$ cat src/hdl/poi_pkg.sv
// package: constants, types and tables for the planar odometry integrator
package poi_pkg;

    localparam int CordicSteps = 16;
    localparam int AngTableLen = 24;
    localparam int CordicIters = (CordicSteps < AngTableLen) ? CordicSteps : AngTableLen;
    localparam int IterW = $clog2(AngTableLen + 1);

    localparam logic signed [33:0] CordicGainInit = 34'sd652032874;
    localparam logic signed [33:0] UnitQ30 = 34'sd1073741824;
    localparam logic [29:0] RadToBamQ16 = 30'd683565276;

    typedef enum logic [3:0] {
        ST_IDLE,
        ST_MVX,
        ST_MVY,
        ST_MWZ,
        ST_MHK,
        ST_HUPD,
        ST_COR1,
        ST_MAC,
        ST_MBS,
        ST_MAS,
        ST_MBC,
        ST_SUMY,
        ST_DY,
        ST_ACC,
        ST_COR2
    } state_t;

    typedef enum logic [2:0] {
        MUL_VXDT,
        MUL_VYDT,
        MUL_WZDT,
        MUL_WK,
        MUL_AC,
        MUL_BS,
        MUL_AS,
        MUL_BC
    } mul_sel_t;

    typedef struct packed {
        logic     load;
        logic     cor_start;
        logic     cor_half;
        logic     mul_en;
        mul_sel_t mul_sel;
        logic     a_take;
        logic     b_take;
        logic     h_take;
        logic     sc_take;
        logic     sum_load;
        logic     sum_add;
        logic     sum_sub;
        logic     dx_take;
        logic     dy_take;
        logic     acc_en;
        logic     out_take;
    } ctrl_t;

    typedef struct packed {
        logic cor_busy;
    } stat_t;

    function automatic logic [31:0] atan_turns(input logic [4:0] i);
        logic [31:0] r;
        case (i)
            5'd0: r = 32'd536870912;
            5'd1: r = 32'd316933406;
            5'd2: r = 32'd167458907;
            5'd3: r = 32'd85004756;
            5'd4: r = 32'd42667331;
            5'd5: r = 32'd21354465;
            5'd6: r = 32'd10679838;
            5'd7: r = 32'd5340245;
            5'd8: r = 32'd2670163;
            5'd9: r = 32'd1335087;
            5'd10: r = 32'd667544;
            5'd11: r = 32'd333772;
            5'd12: r = 32'd166886;
            5'd13: r = 32'd83443;
            5'd14: r = 32'd41722;
            5'd15: r = 32'd20861;
            5'd16: r = 32'd10430;
            5'd17: r = 32'd5215;
            5'd18: r = 32'd2608;
            5'd19: r = 32'd1304;
            5'd20: r = 32'd652;
            5'd21: r = 32'd326;
            5'd22: r = 32'd163;
            5'd23: r = 32'd81;
            default: r = 32'd0;
        endcase
        return r;
    endfunction

endpackage

$ cat src/hdl/poi_if.sv
// valid/ready channel interfaces for velocity samples and poses
interface poi_in_if (input logic clk);
    logic               valid;
    logic               ready;
    logic signed [15:0] vel_x;
    logic signed [15:0] vel_y;
    logic signed [15:0] yaw_rate;
    logic        [15:0] elapsed_time;
    modport source (output valid, vel_x, vel_y, yaw_rate, elapsed_time, input ready);
    modport sink (input valid, vel_x, vel_y, yaw_rate, elapsed_time, output ready);
endinterface

interface poi_out_if (input logic clk);
    logic               valid;
    logic               ready;
    logic signed [31:0] pos_x;
    logic signed [31:0] pos_y;
    logic        [15:0] heading_out;
    logic signed [15:0] quat_z;
    logic signed [15:0] quat_w;
    modport source (output valid, pos_x, pos_y, heading_out, quat_z, quat_w, input ready);
    modport sink (input valid, pos_x, pos_y, heading_out, quat_z, quat_w, output ready);
endinterface

$ cat src/hdl/poi_cordic.sv
// iterative rotation-mode cordic, one micro-rotation per cycle
module poi_cordic (
    input  logic               clk,
    input  logic               rst_n,
    input  logic               start,
    input  logic [31:0]        angle,
    output logic               busy,
    output logic signed [33:0] sin_out,
    output logic signed [33:0] cos_out
);
    import poi_pkg::*;

    logic signed [33:0] x_reg, x_next, y_reg, y_next;
    logic signed [33:0] z_reg, z_next;
    logic               flip_reg, flip_next;
    logic [IterW-1:0]   it_reg, it_next;
    logic               busy_reg, busy_next;
    logic signed [33:0] za, xs, ys, xf, yf;
    logic signed [33:0] at;

    always_comb
    begin
        x_next = x_reg;
        y_next = y_reg;
        z_next = z_reg;
        flip_next = flip_reg;
        it_next = it_reg;
        busy_next = busy_reg;
        za = 34'(signed'(angle));
        xs = x_reg >>> it_reg;
        ys = y_reg >>> it_reg;
        at = 34'(atan_turns(5'(it_reg)));
        if (start)
        begin
            // fold into +-90 degrees and negate at the end
            if (za > 34'sd1073741824)
            begin
                z_next = za - 34'sd2147483648;
                flip_next = 1'b1;
            end
            else if (za < -34'sd1073741824)
            begin
                z_next = za + 34'sd2147483648;
                flip_next = 1'b1;
            end
            else
            begin
                z_next = za;
                flip_next = 1'b0;
            end
            x_next = CordicGainInit;
            y_next = '0;
            it_next = '0;
            busy_next = 1'b1;
        end
        else if (busy_reg)
        begin
            if (!z_reg[33])
            begin
                x_next = x_reg - ys;
                y_next = y_reg + xs;
                z_next = z_reg - at;
            end
            else
            begin
                x_next = x_reg + ys;
                y_next = y_reg - xs;
                z_next = z_reg + at;
            end
            it_next = it_reg + 1'b1;
            if (it_reg == IterW'(CordicIters - 1))
                busy_next = 1'b0;
        end
    end

    always_ff @(posedge clk or negedge rst_n)
    begin
        if (!rst_n)
        begin
            busy_reg <= 1'b0;
            it_reg <= '0;
        end
        else
        begin
            busy_reg <= busy_next;
            it_reg <= it_next;
        end
    end

    always_ff @(posedge clk)
    begin
        x_reg <= x_next;
        y_reg <= y_next;
        z_reg <= z_next;
        flip_reg <= flip_next;
    end

    always_comb
    begin
        xf = flip_reg ? -x_reg : x_reg;
        yf = flip_reg ? -y_reg : y_reg;
        cos_out = (xf > UnitQ30) ? UnitQ30 : ((xf < -UnitQ30) ? -UnitQ30 : xf);
        sin_out = (yf > UnitQ30) ? UnitQ30 : ((yf < -UnitQ30) ? -UnitQ30 : yf);
    end

    assign busy = busy_reg;

`ifndef SYNTH
    a_iter_range: assert property (@(posedge clk) disable iff (!rst_n)
        busy_reg |-> it_reg < IterW'(CordicIters))
        else $error("cordic iteration out of range");
    a_start_busy: assert property (@(posedge clk) disable iff (!rst_n)
        start |=> busy_reg && it_reg == '0)
        else $error("cordic did not start");
    a_ends: assert property (@(posedge clk) disable iff (!rst_n)
        busy_reg && !start && it_reg == IterW'(CordicIters - 1) |=> !busy_reg)
        else $error("cordic did not end");
`endif
endmodule

$ cat src/hdl/poi_datapath.sv
// datapath: sample registers, shared multiplier, accumulators and result
module poi_datapath (
    input  logic                clk,
    input  logic                rst_n,
    input  poi_pkg::ctrl_t      ctrl,
    output poi_pkg::stat_t      stat,
    input  logic signed [15:0]  in_vx,
    input  logic signed [15:0]  in_vy,
    input  logic signed [15:0]  in_wz,
    input  logic        [15:0]  in_dt,
    output logic signed [31:0]  o_x,
    output logic signed [31:0]  o_y,
    output logic        [15:0]  o_h,
    output logic signed [15:0]  o_qz,
    output logic signed [15:0]  o_qw
);
    import poi_pkg::*;

    logic signed [15:0] vx_reg, vy_reg, wz_reg;
    logic        [15:0] dt_reg;
    logic signed [31:0] a_reg, b_reg;     // velocity times interval
    logic signed [31:0] s_reg, c_reg;
    logic signed [63:0] prod_reg;
    logic signed [63:0] sum_reg;
    logic signed [31:0] dx_reg, dy_reg;
    logic signed [31:0] xa_reg, ya_reg;
    logic        [15:0] h_reg;
    logic signed [31:0] xo_reg, yo_reg;
    logic        [15:0] ho_reg;
    logic signed [15:0] qz_reg, qw_reg;

    logic               cor_busy;
    logic signed [33:0] cs, cc;
    logic [31:0]        cor_angle;

    logic signed [31:0] ma;
    logic signed [31:0] mb;
    logic signed [63:0] mp;
    logic signed [63:0] rnd;
    logic signed [32:0] sx, sy;
    logic [15:0]        hn;
    logic signed [33:0] qzr, qwr;

    assign cor_angle = ctrl.cor_half ? {1'b0, h_reg, 15'd0} : {h_reg, 16'd0};

    poi_cordic u_cordic (
        .clk     (clk),
        .rst_n   (rst_n),
        .start   (ctrl.cor_start),
        .angle   (cor_angle),
        .busy    (cor_busy),
        .sin_out (cs),
        .cos_out (cc)
    );

    assign stat.cor_busy = cor_busy;

    // operand select for the shared multiplier
    always_comb
    begin
        case (ctrl.mul_sel)
            MUL_VXDT: begin ma = 32'(vx_reg); mb = signed'({16'd0, dt_reg}); end
            MUL_VYDT: begin ma = 32'(vy_reg); mb = signed'({16'd0, dt_reg}); end
            MUL_WZDT: begin ma = 32'(wz_reg); mb = signed'({16'd0, dt_reg}); end
            MUL_WK:   begin ma = signed'(prod_reg[31:0]); mb = signed'({2'b00, RadToBamQ16}); end
            MUL_AC:   begin ma = a_reg; mb = c_reg; end
            MUL_BS:   begin ma = b_reg; mb = s_reg; end
            MUL_AS:   begin ma = a_reg; mb = s_reg; end
            MUL_BC:   begin ma = b_reg; mb = c_reg; end
            default:  begin ma = '0; mb = '0; end
        endcase
        mp = 64'(ma) * 64'(mb);
    end

    always_comb
    begin
        rnd = sum_reg + (64'sd1 <<< 37);
        sx = 33'(xa_reg) + 33'(dx_reg);
        sy = 33'(ya_reg) + 33'(dy_reg);
        hn = h_reg + 16'((prod_reg + (64'sd1 <<< 43)) >>> 44);
        qzr = (cs + 34'sd32768) >>> 16;
        qwr = (cc + 34'sd32768) >>> 16;
    end

    always_ff @(posedge clk or negedge rst_n)
    begin
        if (!rst_n)
        begin
            xa_reg <= '0;
            ya_reg <= '0;
            h_reg <= '0;
        end
        else
        begin
            if (ctrl.h_take)
                h_reg <= hn;
            if (ctrl.acc_en)
            begin
                xa_reg <= (sx > 33'sd2147483647) ? 32'sh7fffffff :
                          (sx < -33'sd2147483648) ? 32'sh80000000 : 32'(sx);
                ya_reg <= (sy > 33'sd2147483647) ? 32'sh7fffffff :
                          (sy < -33'sd2147483648) ? 32'sh80000000 : 32'(sy);
            end
        end
    end

    always_ff @(posedge clk)
    begin
        if (ctrl.load)
        begin
            vx_reg <= in_vx;
            vy_reg <= in_vy;
            wz_reg <= in_wz;
            dt_reg <= in_dt;
        end
        if (ctrl.a_take)
            a_reg <= prod_reg[31:0];
        if (ctrl.b_take)
            b_reg <= prod_reg[31:0];
        // sine and cosine are clamped to +-1.0 so they fit in 32 bits
        if (ctrl.sc_take)
        begin
            s_reg <= 32'(cs);
            c_reg <= 32'(cc);
        end
        if (ctrl.mul_en)
            prod_reg <= mp;
        if (ctrl.sum_load)
            sum_reg <= prod_reg;
        else if (ctrl.sum_add)
            sum_reg <= sum_reg + prod_reg;
        else if (ctrl.sum_sub)
            sum_reg <= sum_reg - prod_reg;
        if (ctrl.dx_take)
            dx_reg <= 32'(rnd >>> 38);
        if (ctrl.dy_take)
            dy_reg <= 32'(rnd >>> 38);
        if (ctrl.out_take)
        begin
            xo_reg <= xa_reg;
            yo_reg <= ya_reg;
            ho_reg <= h_reg;
            qz_reg <= (qzr > 34'sd16384) ? 16'sd16384 :
                      (qzr < -34'sd16384) ? -16'sd16384 : 16'(qzr);
            qw_reg <= (qwr > 34'sd16384) ? 16'sd16384 :
                      (qwr < -34'sd16384) ? -16'sd16384 : 16'(qwr);
        end
    end

    assign o_x = xo_reg;
    assign o_y = yo_reg;
    assign o_h = ho_reg;
    assign o_qz = qz_reg;
    assign o_qw = qw_reg;
endmodule

$ cat src/hdl/poi_ctrl.sv
// controller state machine sequencing cordic, multiplies and accumulate
module poi_ctrl (
    input  logic           clk,
    input  logic           rst_n,
    input  logic           in_valid,
    output logic           in_ready,
    output logic           out_valid,
    input  logic           out_ready,
    input  poi_pkg::stat_t stat,
    output poi_pkg::ctrl_t ctrl
);
    import poi_pkg::*;

    state_t state_reg, state_next;
    logic   ov_reg, ov_next;

    always_comb
    begin
        state_next = state_reg;
        case (state_reg)
            ST_IDLE: if (in_valid) state_next = ST_MVX;
            ST_MVX:  state_next = ST_MVY;
            ST_MVY:  state_next = ST_MWZ;
            ST_MWZ:  state_next = ST_MHK;
            ST_MHK:  state_next = ST_HUPD;
            ST_HUPD: state_next = ST_COR1;
            ST_COR1: if (!stat.cor_busy) state_next = ST_MAC;
            ST_MAC:  state_next = ST_MBS;
            ST_MBS:  state_next = ST_MAS;
            ST_MAS:  state_next = ST_MBC;
            ST_MBC:  state_next = ST_SUMY;
            ST_SUMY: state_next = ST_DY;
            ST_DY:   state_next = ST_ACC;
            ST_ACC:  state_next = ST_COR2;
            ST_COR2: if (!stat.cor_busy && (!ov_reg || out_ready)) state_next = ST_IDLE;
            default: state_next = ST_IDLE;
        endcase
    end

    always_comb
    begin
        ov_next = ov_reg;
        if (ov_reg && out_ready)
            ov_next = 1'b0;
        if (ctrl.out_take)
            ov_next = 1'b1;
    end

    always_ff @(posedge clk or negedge rst_n)
    begin
        if (!rst_n)
        begin
            state_reg <= ST_IDLE;
            ov_reg <= 1'b0;
        end
        else
        begin
            state_reg <= state_next;
            ov_reg <= ov_next;
        end
    end

    assign in_ready = (state_reg == ST_IDLE);
    assign out_valid = ov_reg;

    always_comb
    begin
        ctrl = '0;
        ctrl.mul_sel = MUL_VXDT;
        case (state_reg)
            ST_IDLE:
                if (in_valid)
                begin
                    ctrl.load = 1'b1;
                    ctrl.cor_start = 1'b1;
                end
            // interval products and heading step overlap the first cordic pass
            ST_MVX:  begin ctrl.mul_en = 1'b1; ctrl.mul_sel = MUL_VXDT; end
            ST_MVY:  begin ctrl.mul_en = 1'b1; ctrl.mul_sel = MUL_VYDT; ctrl.a_take = 1'b1; end
            ST_MWZ:  begin ctrl.mul_en = 1'b1; ctrl.mul_sel = MUL_WZDT; ctrl.b_take = 1'b1; end
            ST_MHK:  begin ctrl.mul_en = 1'b1; ctrl.mul_sel = MUL_WK; end
            ST_HUPD: ctrl.h_take = 1'b1;
            ST_COR1:
                if (!stat.cor_busy)
                begin
                    ctrl.sc_take = 1'b1;
                    ctrl.cor_start = 1'b1;
                    ctrl.cor_half = 1'b1;
                end
            ST_MAC:  begin ctrl.mul_en = 1'b1; ctrl.mul_sel = MUL_AC; end
            ST_MBS:  begin ctrl.mul_en = 1'b1; ctrl.mul_sel = MUL_BS; ctrl.sum_load = 1'b1; end
            ST_MAS:  begin ctrl.mul_en = 1'b1; ctrl.mul_sel = MUL_AS; ctrl.sum_sub = 1'b1; end
            ST_MBC:
            begin
                ctrl.mul_en = 1'b1;
                ctrl.mul_sel = MUL_BC;
                ctrl.dx_take = 1'b1;
                ctrl.sum_load = 1'b1;
            end
            ST_SUMY: ctrl.sum_add = 1'b1;
            ST_DY:   ctrl.dy_take = 1'b1;
            ST_ACC:  ctrl.acc_en = 1'b1;
            ST_COR2: if (!stat.cor_busy && (!ov_reg || out_ready)) ctrl.out_take = 1'b1;
            default: ;
        endcase
    end

`ifndef SYNTH
    a_hold_result: assert property (@(posedge clk) disable iff (!rst_n)
        ov_reg && !out_ready |=> ov_reg)
        else $error("pending result dropped");
    a_take_free: assert property (@(posedge clk) disable iff (!rst_n)
        ctrl.out_take |-> !ov_reg || out_ready)
        else $error("result register overwritten");
    a_acc_once: assert property (@(posedge clk) disable iff (!rst_n)
        state_reg == ST_ACC |=> state_reg == ST_COR2)
        else $error("accumulate step out of order");
    a_second_pass: assert property (@(posedge clk) disable iff (!rst_n)
        state_reg == ST_COR1 && !stat.cor_busy |-> ctrl.cor_start && ctrl.cor_half)
        else $error("quaternion pass not started");
`endif
endmodule

$ cat src/hdl/planar_odometry_integrator.sv
// top level: planar odometry integrator
// a new sample is taken only in idle, after the previous result is in the output register;
// the pace is set by the two passes through the single iterative cordic; the multiplies
// run alongside the passes
// a result waiting in the output register only holds the next sample at its last step
// reset clears position, heading and all control state
module planar_odometry_integrator (
    input logic     clk,
    input logic     rst_n,
    poi_in_if.sink  in_ch,
    poi_out_if.source out_ch
);
    import poi_pkg::*;

    ctrl_t ctrl;
    stat_t stat;

    poi_ctrl u_ctrl (
        .clk       (clk),
        .rst_n     (rst_n),
        .in_valid  (in_ch.valid),
        .in_ready  (in_ch.ready),
        .out_valid (out_ch.valid),
        .out_ready (out_ch.ready),
        .stat      (stat),
        .ctrl      (ctrl)
    );

    poi_datapath u_dp (
        .clk   (clk),
        .rst_n (rst_n),
        .ctrl  (ctrl),
        .stat  (stat),
        .in_vx (in_ch.vel_x),
        .in_vy (in_ch.vel_y),
        .in_wz (in_ch.yaw_rate),
        .in_dt (in_ch.elapsed_time),
        .o_x   (out_ch.pos_x),
        .o_y   (out_ch.pos_y),
        .o_h   (out_ch.heading_out),
        .o_qz  (out_ch.quat_z),
        .o_qw  (out_ch.quat_w)
    );
endmodule

$ cat src/flat_wrapper.sv
// flat-port wrapper written by rule: the top's interface ports become plain ports
module planar_odometry_integrator_flat import poi_pkg::*;
  (clk, rst_n, in_ch_valid, in_ch_vel_x, in_ch_vel_y, in_ch_yaw_rate, in_ch_elapsed_time, in_ch_ready, out_ch_valid, out_ch_pos_x, out_ch_pos_y, out_ch_heading_out, out_ch_quat_z, out_ch_quat_w, out_ch_ready);
  poi_in_if in_ch_i (.clk(clk));
  poi_out_if out_ch_i (.clk(clk));
  input logic clk;
  input logic rst_n;
  input wire logic [$bits(in_ch_i.valid)-1:0] in_ch_valid;
  input wire logic [$bits(in_ch_i.vel_x)-1:0] in_ch_vel_x;
  input wire logic [$bits(in_ch_i.vel_y)-1:0] in_ch_vel_y;
  input wire logic [$bits(in_ch_i.yaw_rate)-1:0] in_ch_yaw_rate;
  input wire logic [$bits(in_ch_i.elapsed_time)-1:0] in_ch_elapsed_time;
  output wire logic [$bits(in_ch_i.ready)-1:0] in_ch_ready;
  output wire logic [$bits(out_ch_i.valid)-1:0] out_ch_valid;
  output wire logic [$bits(out_ch_i.pos_x)-1:0] out_ch_pos_x;
  output wire logic [$bits(out_ch_i.pos_y)-1:0] out_ch_pos_y;
  output wire logic [$bits(out_ch_i.heading_out)-1:0] out_ch_heading_out;
  output wire logic [$bits(out_ch_i.quat_z)-1:0] out_ch_quat_z;
  output wire logic [$bits(out_ch_i.quat_w)-1:0] out_ch_quat_w;
  input wire logic [$bits(out_ch_i.ready)-1:0] out_ch_ready;
  assign in_ch_i.valid = in_ch_valid;
  assign in_ch_i.vel_x = in_ch_vel_x;
  assign in_ch_i.vel_y = in_ch_vel_y;
  assign in_ch_i.yaw_rate = in_ch_yaw_rate;
  assign in_ch_i.elapsed_time = in_ch_elapsed_time;
  assign in_ch_ready = in_ch_i.ready;
  assign out_ch_valid = out_ch_i.valid;
  assign out_ch_pos_x = out_ch_i.pos_x;
  assign out_ch_pos_y = out_ch_i.pos_y;
  assign out_ch_heading_out = out_ch_i.heading_out;
  assign out_ch_quat_z = out_ch_i.quat_z;
  assign out_ch_quat_w = out_ch_i.quat_w;
  assign out_ch_i.ready = out_ch_ready;
  planar_odometry_integrator u_core (.clk(clk), .rst_n(rst_n), .in_ch(in_ch_i), .out_ch(out_ch_i));
endmodule
$ cat config.mk
export PLATFORM = sky130hd
export DESIGN_NAME = planar_odometry_integrator_flat
export DESIGN_NICKNAME = d
export VERILOG_FILES = /design/src/hdl/poi_pkg.sv /design/src/hdl/poi_if.sv /design/src/hdl/poi_cordic.sv /design/src/hdl/poi_datapath.sv /design/src/hdl/poi_ctrl.sv /design/src/hdl/planar_odometry_integrator.sv /design/src/flat_wrapper.sv
export SDC_FILE = /design/constraint.sdc
export NUM_CORES = 2
export LEC_CHECK = 0
export ABC_CLOCK_PERIOD_IN_PS = 11500
export BUFFER_PORTS_ARGS = -buffer_cell sky130_fd_sc_hd__buf_2
export CAP_MARGIN = 20
export CELL_PAD_IN_SITES_DETAIL_PLACEMENT = 0
export CELL_PAD_IN_SITES_GLOBAL_PLACEMENT = 1
export CORE_ASPECT_RATIO = 0.9
export CORE_UTILIZATION = 47
export CTS_BUF_LIST = sky130_fd_sc_hd__clkbuf_4
export CTS_CLUSTER_DIAMETER = 60
export DETAILED_ROUTE_END_ITERATION = 10
export PLACE_DENSITY_LB_ADDON = 0.12
export SYNTH_ARGS = -nofsm -noshare
export SYNTH_HDL_FRONTEND = slang
export SYNTH_SLANG_ARGS = --single-unit
$ cat constraint.sdc
create_clock -name clk -period 11.5 [get_ports clk]
set_input_delay 1.15 -clock clk [delete_from_list [all_inputs] [get_ports clk]]
set_output_delay 1.15 -clock clk [all_outputs]
set_load 0.02 [all_outputs]
# Yosys cells after proc, flatten, opt, wreduce, memory -nomap -nowiden

Memories as Yosys holds them, arrays and structs flattened.
Cells that the tools add are included.

Register bits after elaboration: 678
ROM bits: 960
Input bits: 68
Memories: 1

Add/subtract/negate cells: 20
Multiply operators: 1
$lt $le $gt $ge: 14
Eq/ne operators: 25
Shift operators: 2
Mux-type cells: 56
Reduce and logical (&&, ||, !) cells: 19

Memories:

| name            | depth | bits a word | rd ports | clocked after memory_dff | wr ports | RTL line      | source |
|---|---|---|---|---|---|---|---|
| (no name shown) | 32    | 30          | 1        | 0                        | 0        | poi_pkg.sv:67 | `case (i)` |

Operator list:

| kind                                                         | number |
|---|---|
| two-way mux 34 bit                                           | 13 |
| two-way mux 64 bit                                           | 3 |
| one-hot mux 32 bit (6 select lines)                          | 1 |
| two-way mux 32 bit                                           | 5 |
| one-hot mux 32 bit (4 select lines)                          | 1 |
| adder 34 x 17 -> 34 bit, second input constant               | 2 |
| adder 34 bit                                                 | 2 |
| > comparator 34 x 32 -> 1 bit, second input constant         | 2 |
| less-than comparator 34 x 31 -> 1 bit, second input constant | 2 |
| negator 34 bit                                               | 2 |
| >>> shifter 34 x 5 -> 34 bit                                 | 2 |
| subtractor 34 bit                                            | 2 |
| adder 32 x 26 -> 33 bit                                      | 2 |
| > comparator 33 x 32 -> 1 bit, second input constant         | 2 |
| less-than comparator 33 x 32 -> 1 bit, second input constant | 2 |
| adder 64 x 39 -> 64 bit, second input constant               | 1 |
| adder 64 bit                                                 | 1 |
| multiplier 32 x 32 -> 64 bit                                 | 1 |
| subtractor 64 bit                                            | 1 |
| adder 60 x 45 -> 60 bit, second input constant               | 1 |
| one-hot mux 4 bit (15 select lines)                          | 1 |
| > comparator 18 x 16 -> 1 bit, second input constant         | 2 |
| less-than comparator 18 x 15 -> 1 bit, second input constant | 2 |
| adder 32 x 33 -> 34 bit, second input constant               | 1 |
| 33 further kinds                                             | 83 |

# Longest topological paths before layout

Word-level depth: 8
Mapped depth: 41
Depth with buffers taken out: 38

# Cells and area by module

A second synthesis with hierarchy kept.

Cell total of the unflattened synthesis: 9212
Area total of the unflattened synthesis: 85675.9 um^2

Modules (own cells, without submodules):

| module       | times used | cells an instance | area an instance (um^2) | seq. area each (um^2) |
|---|---|---|---|---|
| poi_datapath | 1          | 6620              | 65984.5                 | 16535.9 |
| poi_cordic   | 1          | 2529              | 19219.7                 | 2562.5 |
| poi_ctrl     | 1          | 63                | 471.7                   | 125.1 |

# Worst setup path after synthesis

Ideal clock, no wire load.

Kind: register -> register
From: register u_core.u_ctrl.state_reg[2]
To: register u_core.u_dp.prod_reg[50], data pin
Library setup time: 258 ps
Data arrival time: 10654 ps
Data required time: 11242 ps
Path slack: 588 ps
Stages on the path, launching flop included: 39
Period minus slack after synthesis: 10912 ps
Cells stage by stage: dfrtp_1 > nand2b_1 > clkinv_1 > a21oi_1 > nor2_1 > a21o_1 > clkbuf_1 > inv_1 > a221oi_1 > clkbuf_1 > a21oi_1 > clkbuf_1 > nand2_1 > fa_1 > fa_1 > fa_1 > fa_1 > inv_1 > [... 3 more ...] > inv_1 > fa_1 > inv_1 > fa_1 > inv_1 > ha_1 > and4_1 > o21ai_0 > a21oi_1 > a221oi_1 > a31oi_1 > o211ai_1 > a31oi_1 > o21ai_0 > o21ai_0 > a21o_1 > a21oi_1 > xnor2_1

Word-level cells in the longest chain between the ends: 6

Ends and longest elaborated chain:

| element                                                                                           | RTL line            | source |
|---|---|---|
| from (decl)                                                                                       | poi_ctrl.sv:14      | `state_t state_reg, state_next;` |
| from (signal assigned)                                                                            | poi_ctrl.sv:58      | `state_reg <= state_next;` |
| == test 4 bit (tied with other cells)                                                             | poi_ctrl.sv:70      | `case (state_reg)` |
| one-hot mux 4 bit (8 select lines) *                                                              | poi_ctrl.sv:70      |  |
| == test 3 x 2 -> 1 bit (tied with other cells)                                                    | poi_datapath.sv:61  | `case (ctrl.mul_sel)` |
| OR reduction 3 bit (no source line) / OR reduction 2 bit (equally long branches)                  | -                   |  |
| one-hot mux 32 bit (4 select lines) / one-hot mux 32 bit (6 select lines) (equally long branches) | poi_datapath.sv:61  |  |
| multiplier 32 x 32 -> 64 bit *                                                                    | poi_datapath.sv:72  | `mp = 64'(ma) * 64'(mb);` |
| via u_core.u_dp.mp[50]                                                                            | poi_datapath.sv:38  | `logic signed [63:0] mp;` |
| to (signal assigned)                                                                              | poi_datapath.sv:127 | `prod_reg <= mp;` |
| to (decl)                                                                                         | poi_datapath.sv:23  | `logic signed [63:0] prod_reg;` |

The timed path passes the listed nets; every way through them passes the cells marked *.
A chain may end at the register's enable or synchronous reset.

# Worst setup path in the final report

From: register u_core.u_ctrl.state_reg[2]
To: register u_core.u_dp.prod_reg[62], data pin

The elaborated chain is that of the path after synthesis.

==> results.toml <==
[yosys]
synth.cell_area_sq_um = 84100
synth_sequential_area_ratio = 0.229
commonest_register_cell_after_synthesis = "edfxtp_1"
syn-mean-instance-area_sq_um = 9.27
number_of_flops_mapped_to_enable_cells_by_yosys = 519
synthesis.nets = 10700
async_reset_ff_frac = 0.134
postSynthRegisterBits = 678
synth-warning-count = 0
synth.lib_cells_used.distinct = 94
synthCells = 9069

[die]
fp.dieW_um = 448
initial_utilization = 0.475
die_h_um = 403
die_area_sq_um = 181000
boundaryPins = 182
row_count = 146
core_ar_sq_um = 177000

[worst_hold_path]
holdPathEnd = "u_core.u_dp.vy_reg[4]"
holdCritPathClass = "in -> reg"
hold-path-cell-count = 1
holdCritStartpoint = "in_ch_vel_y[4]"

[drt]
route.final.wire_length_um = 291000
via_count = 69100
postRouteAntennaNets = 0
vias_per_cell = 5.86
first_pass_iters = 9
route.detailed.wl_per_inst_um = 24.7
detail_route.iter0.violations = 6979
drc_errors = 2

[setup_path]
timing.critical_path.mode_cell = "fa_1"
worst_ep_required_time_ns = 12.47
r2r_start = "u_core.u_ctrl.state_reg[2]"
arrival_ns = 11.98
cp_max_fo = 15
rrSetupSlack_ns = 0.49
critical_path.slowest_cell = "and2_1"
timing.rr.end = "u_core.u_dp.prod_reg[62]"
worstRegToRegCells = 32
path_class = "reg -> reg"
worst_path_largest_cell_delay_ns = 0.93
critPathCaptureType = "flip-flop"
worst_setup_path_start_kind = "flip-flop"

[cts]
ctsLongestPathBuffers = 3
htree_levels = 4
tritoncts = "built"
insertion_delay_ns = 1.28
clk_root_buffer_cell = "clkbuf_4"
worst_setup_hold_path_clk_slew_ns = 0.06
cts_made_buffers = 189
clock_sinks = 678

[finish]
drive_gt1_frac = 0.103
layout.cells.most_common_list = "1,124 x inv_1, 1,089 x fa_1, 1,051 x nand2_1, 970 x nor2_1, 519 x edfxtp_1"
net_total_in_the_final_layout = 10900
most_common_library_cell_in_the_layout_ignoring_fill_and_taps = "inv_1"
final.fill_count = 16800
area.growth.synth_to_final_pct = 8.59

[placed_design]
io_buffer_count = 181
gp_routability_congestion = 0.998
post-dp-hpwl_um = 230000

[sta]
post-route-period-util = 0.958
tightestPinTransition_ns = 1.26
max_clock_freq_mhz = 90.8
setup-tns-final_ns = 0
report.final.slew_viol_count = 0
clock_skew_ns = 0.119
hold_violations = 0
final_setup_violation_count = 0
fin_crit_ns = 11.01
grt_setup_unrepaired = "false"
relSlewSlack = 0.163

[flow_run]
max_cap_violations = 0

[global_routing]
pin_count_of_the_biggest_net_entering_global_routing = 77
grt_pass1_wl_um = 440000
grt.overflow.total = 0
grt_pass1_vias = 69100
grt_usage = 0.325
antenna_violations_before_repair = 11

[outcome]
failing_checks = "DRC"
run_status = "finished with violations"
## critical path, delay by kind of cell, from the launching register on
family / cells / cell delay, ns
compound gates: 13 / 3.94
fa+ha+maj: 9 / 3.99
buf+inv: 5 / 0.40
flops: 1 / 0.62
simple gates: 5 / 1.74
## synthesized netlist by cell type, types with 123 or more instances
| cell type | count | area [sq um] |
|---|---|---|
| inv_1 | 1125 | 4220 |
| nor3_1 | 128 | 641 |
| clkbuf_1 | 400 | 1500 |
| o21ai_0 | 364 | 1820 |
| xor2_1 | 206 | 1800 |
| nand3_1 | 123 | 616 |
| a21o_1 | 177 | 1330 |
| xnor2_1 | 336 | 2940 |
| nor2_1 | 980 | 3680 |
| nand2_1 | 1053 | 3950 |
| fa_1 | 1089 | 21800 |
| ha_1 | 447 | 5590 |
| edfxtp_1 | 519 | 15600 |
| a21oi_1 | 456 | 2280 |
## worst max-delay path by stage
stage / endpoint / depth (start not counted) / from
after floorplan: u_core.u_dp.prod_reg[50] / 38 / u_core.u_ctrl.state_reg[2]
after global placement: u_core.u_dp.prod_reg[50] / 33 / u_core.u_ctrl.state_reg[2]
after detailed placement: u_core.u_dp.prod_reg[50] / 33 / u_core.u_ctrl.state_reg[2]
after CTS: u_core.u_dp.prod_reg[50] / 33 / u_core.u_ctrl.state_reg[2]
after global routing: u_core.u_dp.prod_reg[50] / 35 / u_core.u_ctrl.state_reg[2]
final: u_core.u_dp.prod_reg[62] / 32 / u_core.u_ctrl.state_reg[2]
## metrics by stage
step                utilization  std cells  hold slack [ns]  instance area, sq um  worst slack (ns)
floorplan                     -       9069            0.443                 84100             0.588
global placement          0.499      11400            0.474                 88200             0.590
detailed placement        0.499      11400            0.475                 88200             0.503
CTS                       0.516      11800          0.00131                 91200             0.433
global route              0.516      11800           0.0312                 91300            0.0266
finish                    0.516      11800            0.130                 91300             0.486
## routing by layer
metal	vias to the layer above	share of wire	GRT usage
li1	31000	-	-
met1	34700	0.44	0.474
met2	3014	0.43	0.479
met3	394	0.098	0.0742
met4	6	0.031	0.0959
met5	-	0.00013	0
## layout make-up
| class | count | area, sq um | share of cell area |
|---|---|---|---|
| clock buffers | 266 | 2000 | 0.0219 |
| diodes | 10 | 25.0 | 0.000274 |
| multi-input cells | 6787 | 59100 | 0.647 |
| inverters | 1133 | 4260 | 0.0467 |
| flip-flops and latches | 678 | 19200 | 0.211 |
| repair buffers | 465 | 3220 | 0.0353 |
| clock inverters | 82 | 503 | 0.00551 |
| well taps | 2368 | 2960 | 0.0325 |
## what timing repair did
item / 4_1_cts / 5_1_grt
setup buffers: 0 / 0
resized for setup: 0 / 1
endpoints found under the hold margin: 90 / 0
hold buffers: 54 / 0
endpoints found under the setup margin: 0 / 1
## kinds of logic (layout without fill, tap and decap cells)
| group | after synthesis | after routing | synth area share |
|---|---|---|---|
| mux | 228 | 228 | 0.0404 |
| simple gates | 2766 | 2766 | 0.144 |
| buf+inv | 1604 | 1946 | 0.0717 |
| xor+xnor | 542 | 542 | 0.0565 |
| fa+ha+maj | 1547 | 1547 | 0.327 |
| flops | 678 | 678 | 0.229 |
| compound gates | 1704 | 1704 | 0.132 |
| other cells | 0 | 10 | 0 |
Power is not shown: default switching activity piles up to over one toggle a cycle in this logic, so the estimate is an artifact.
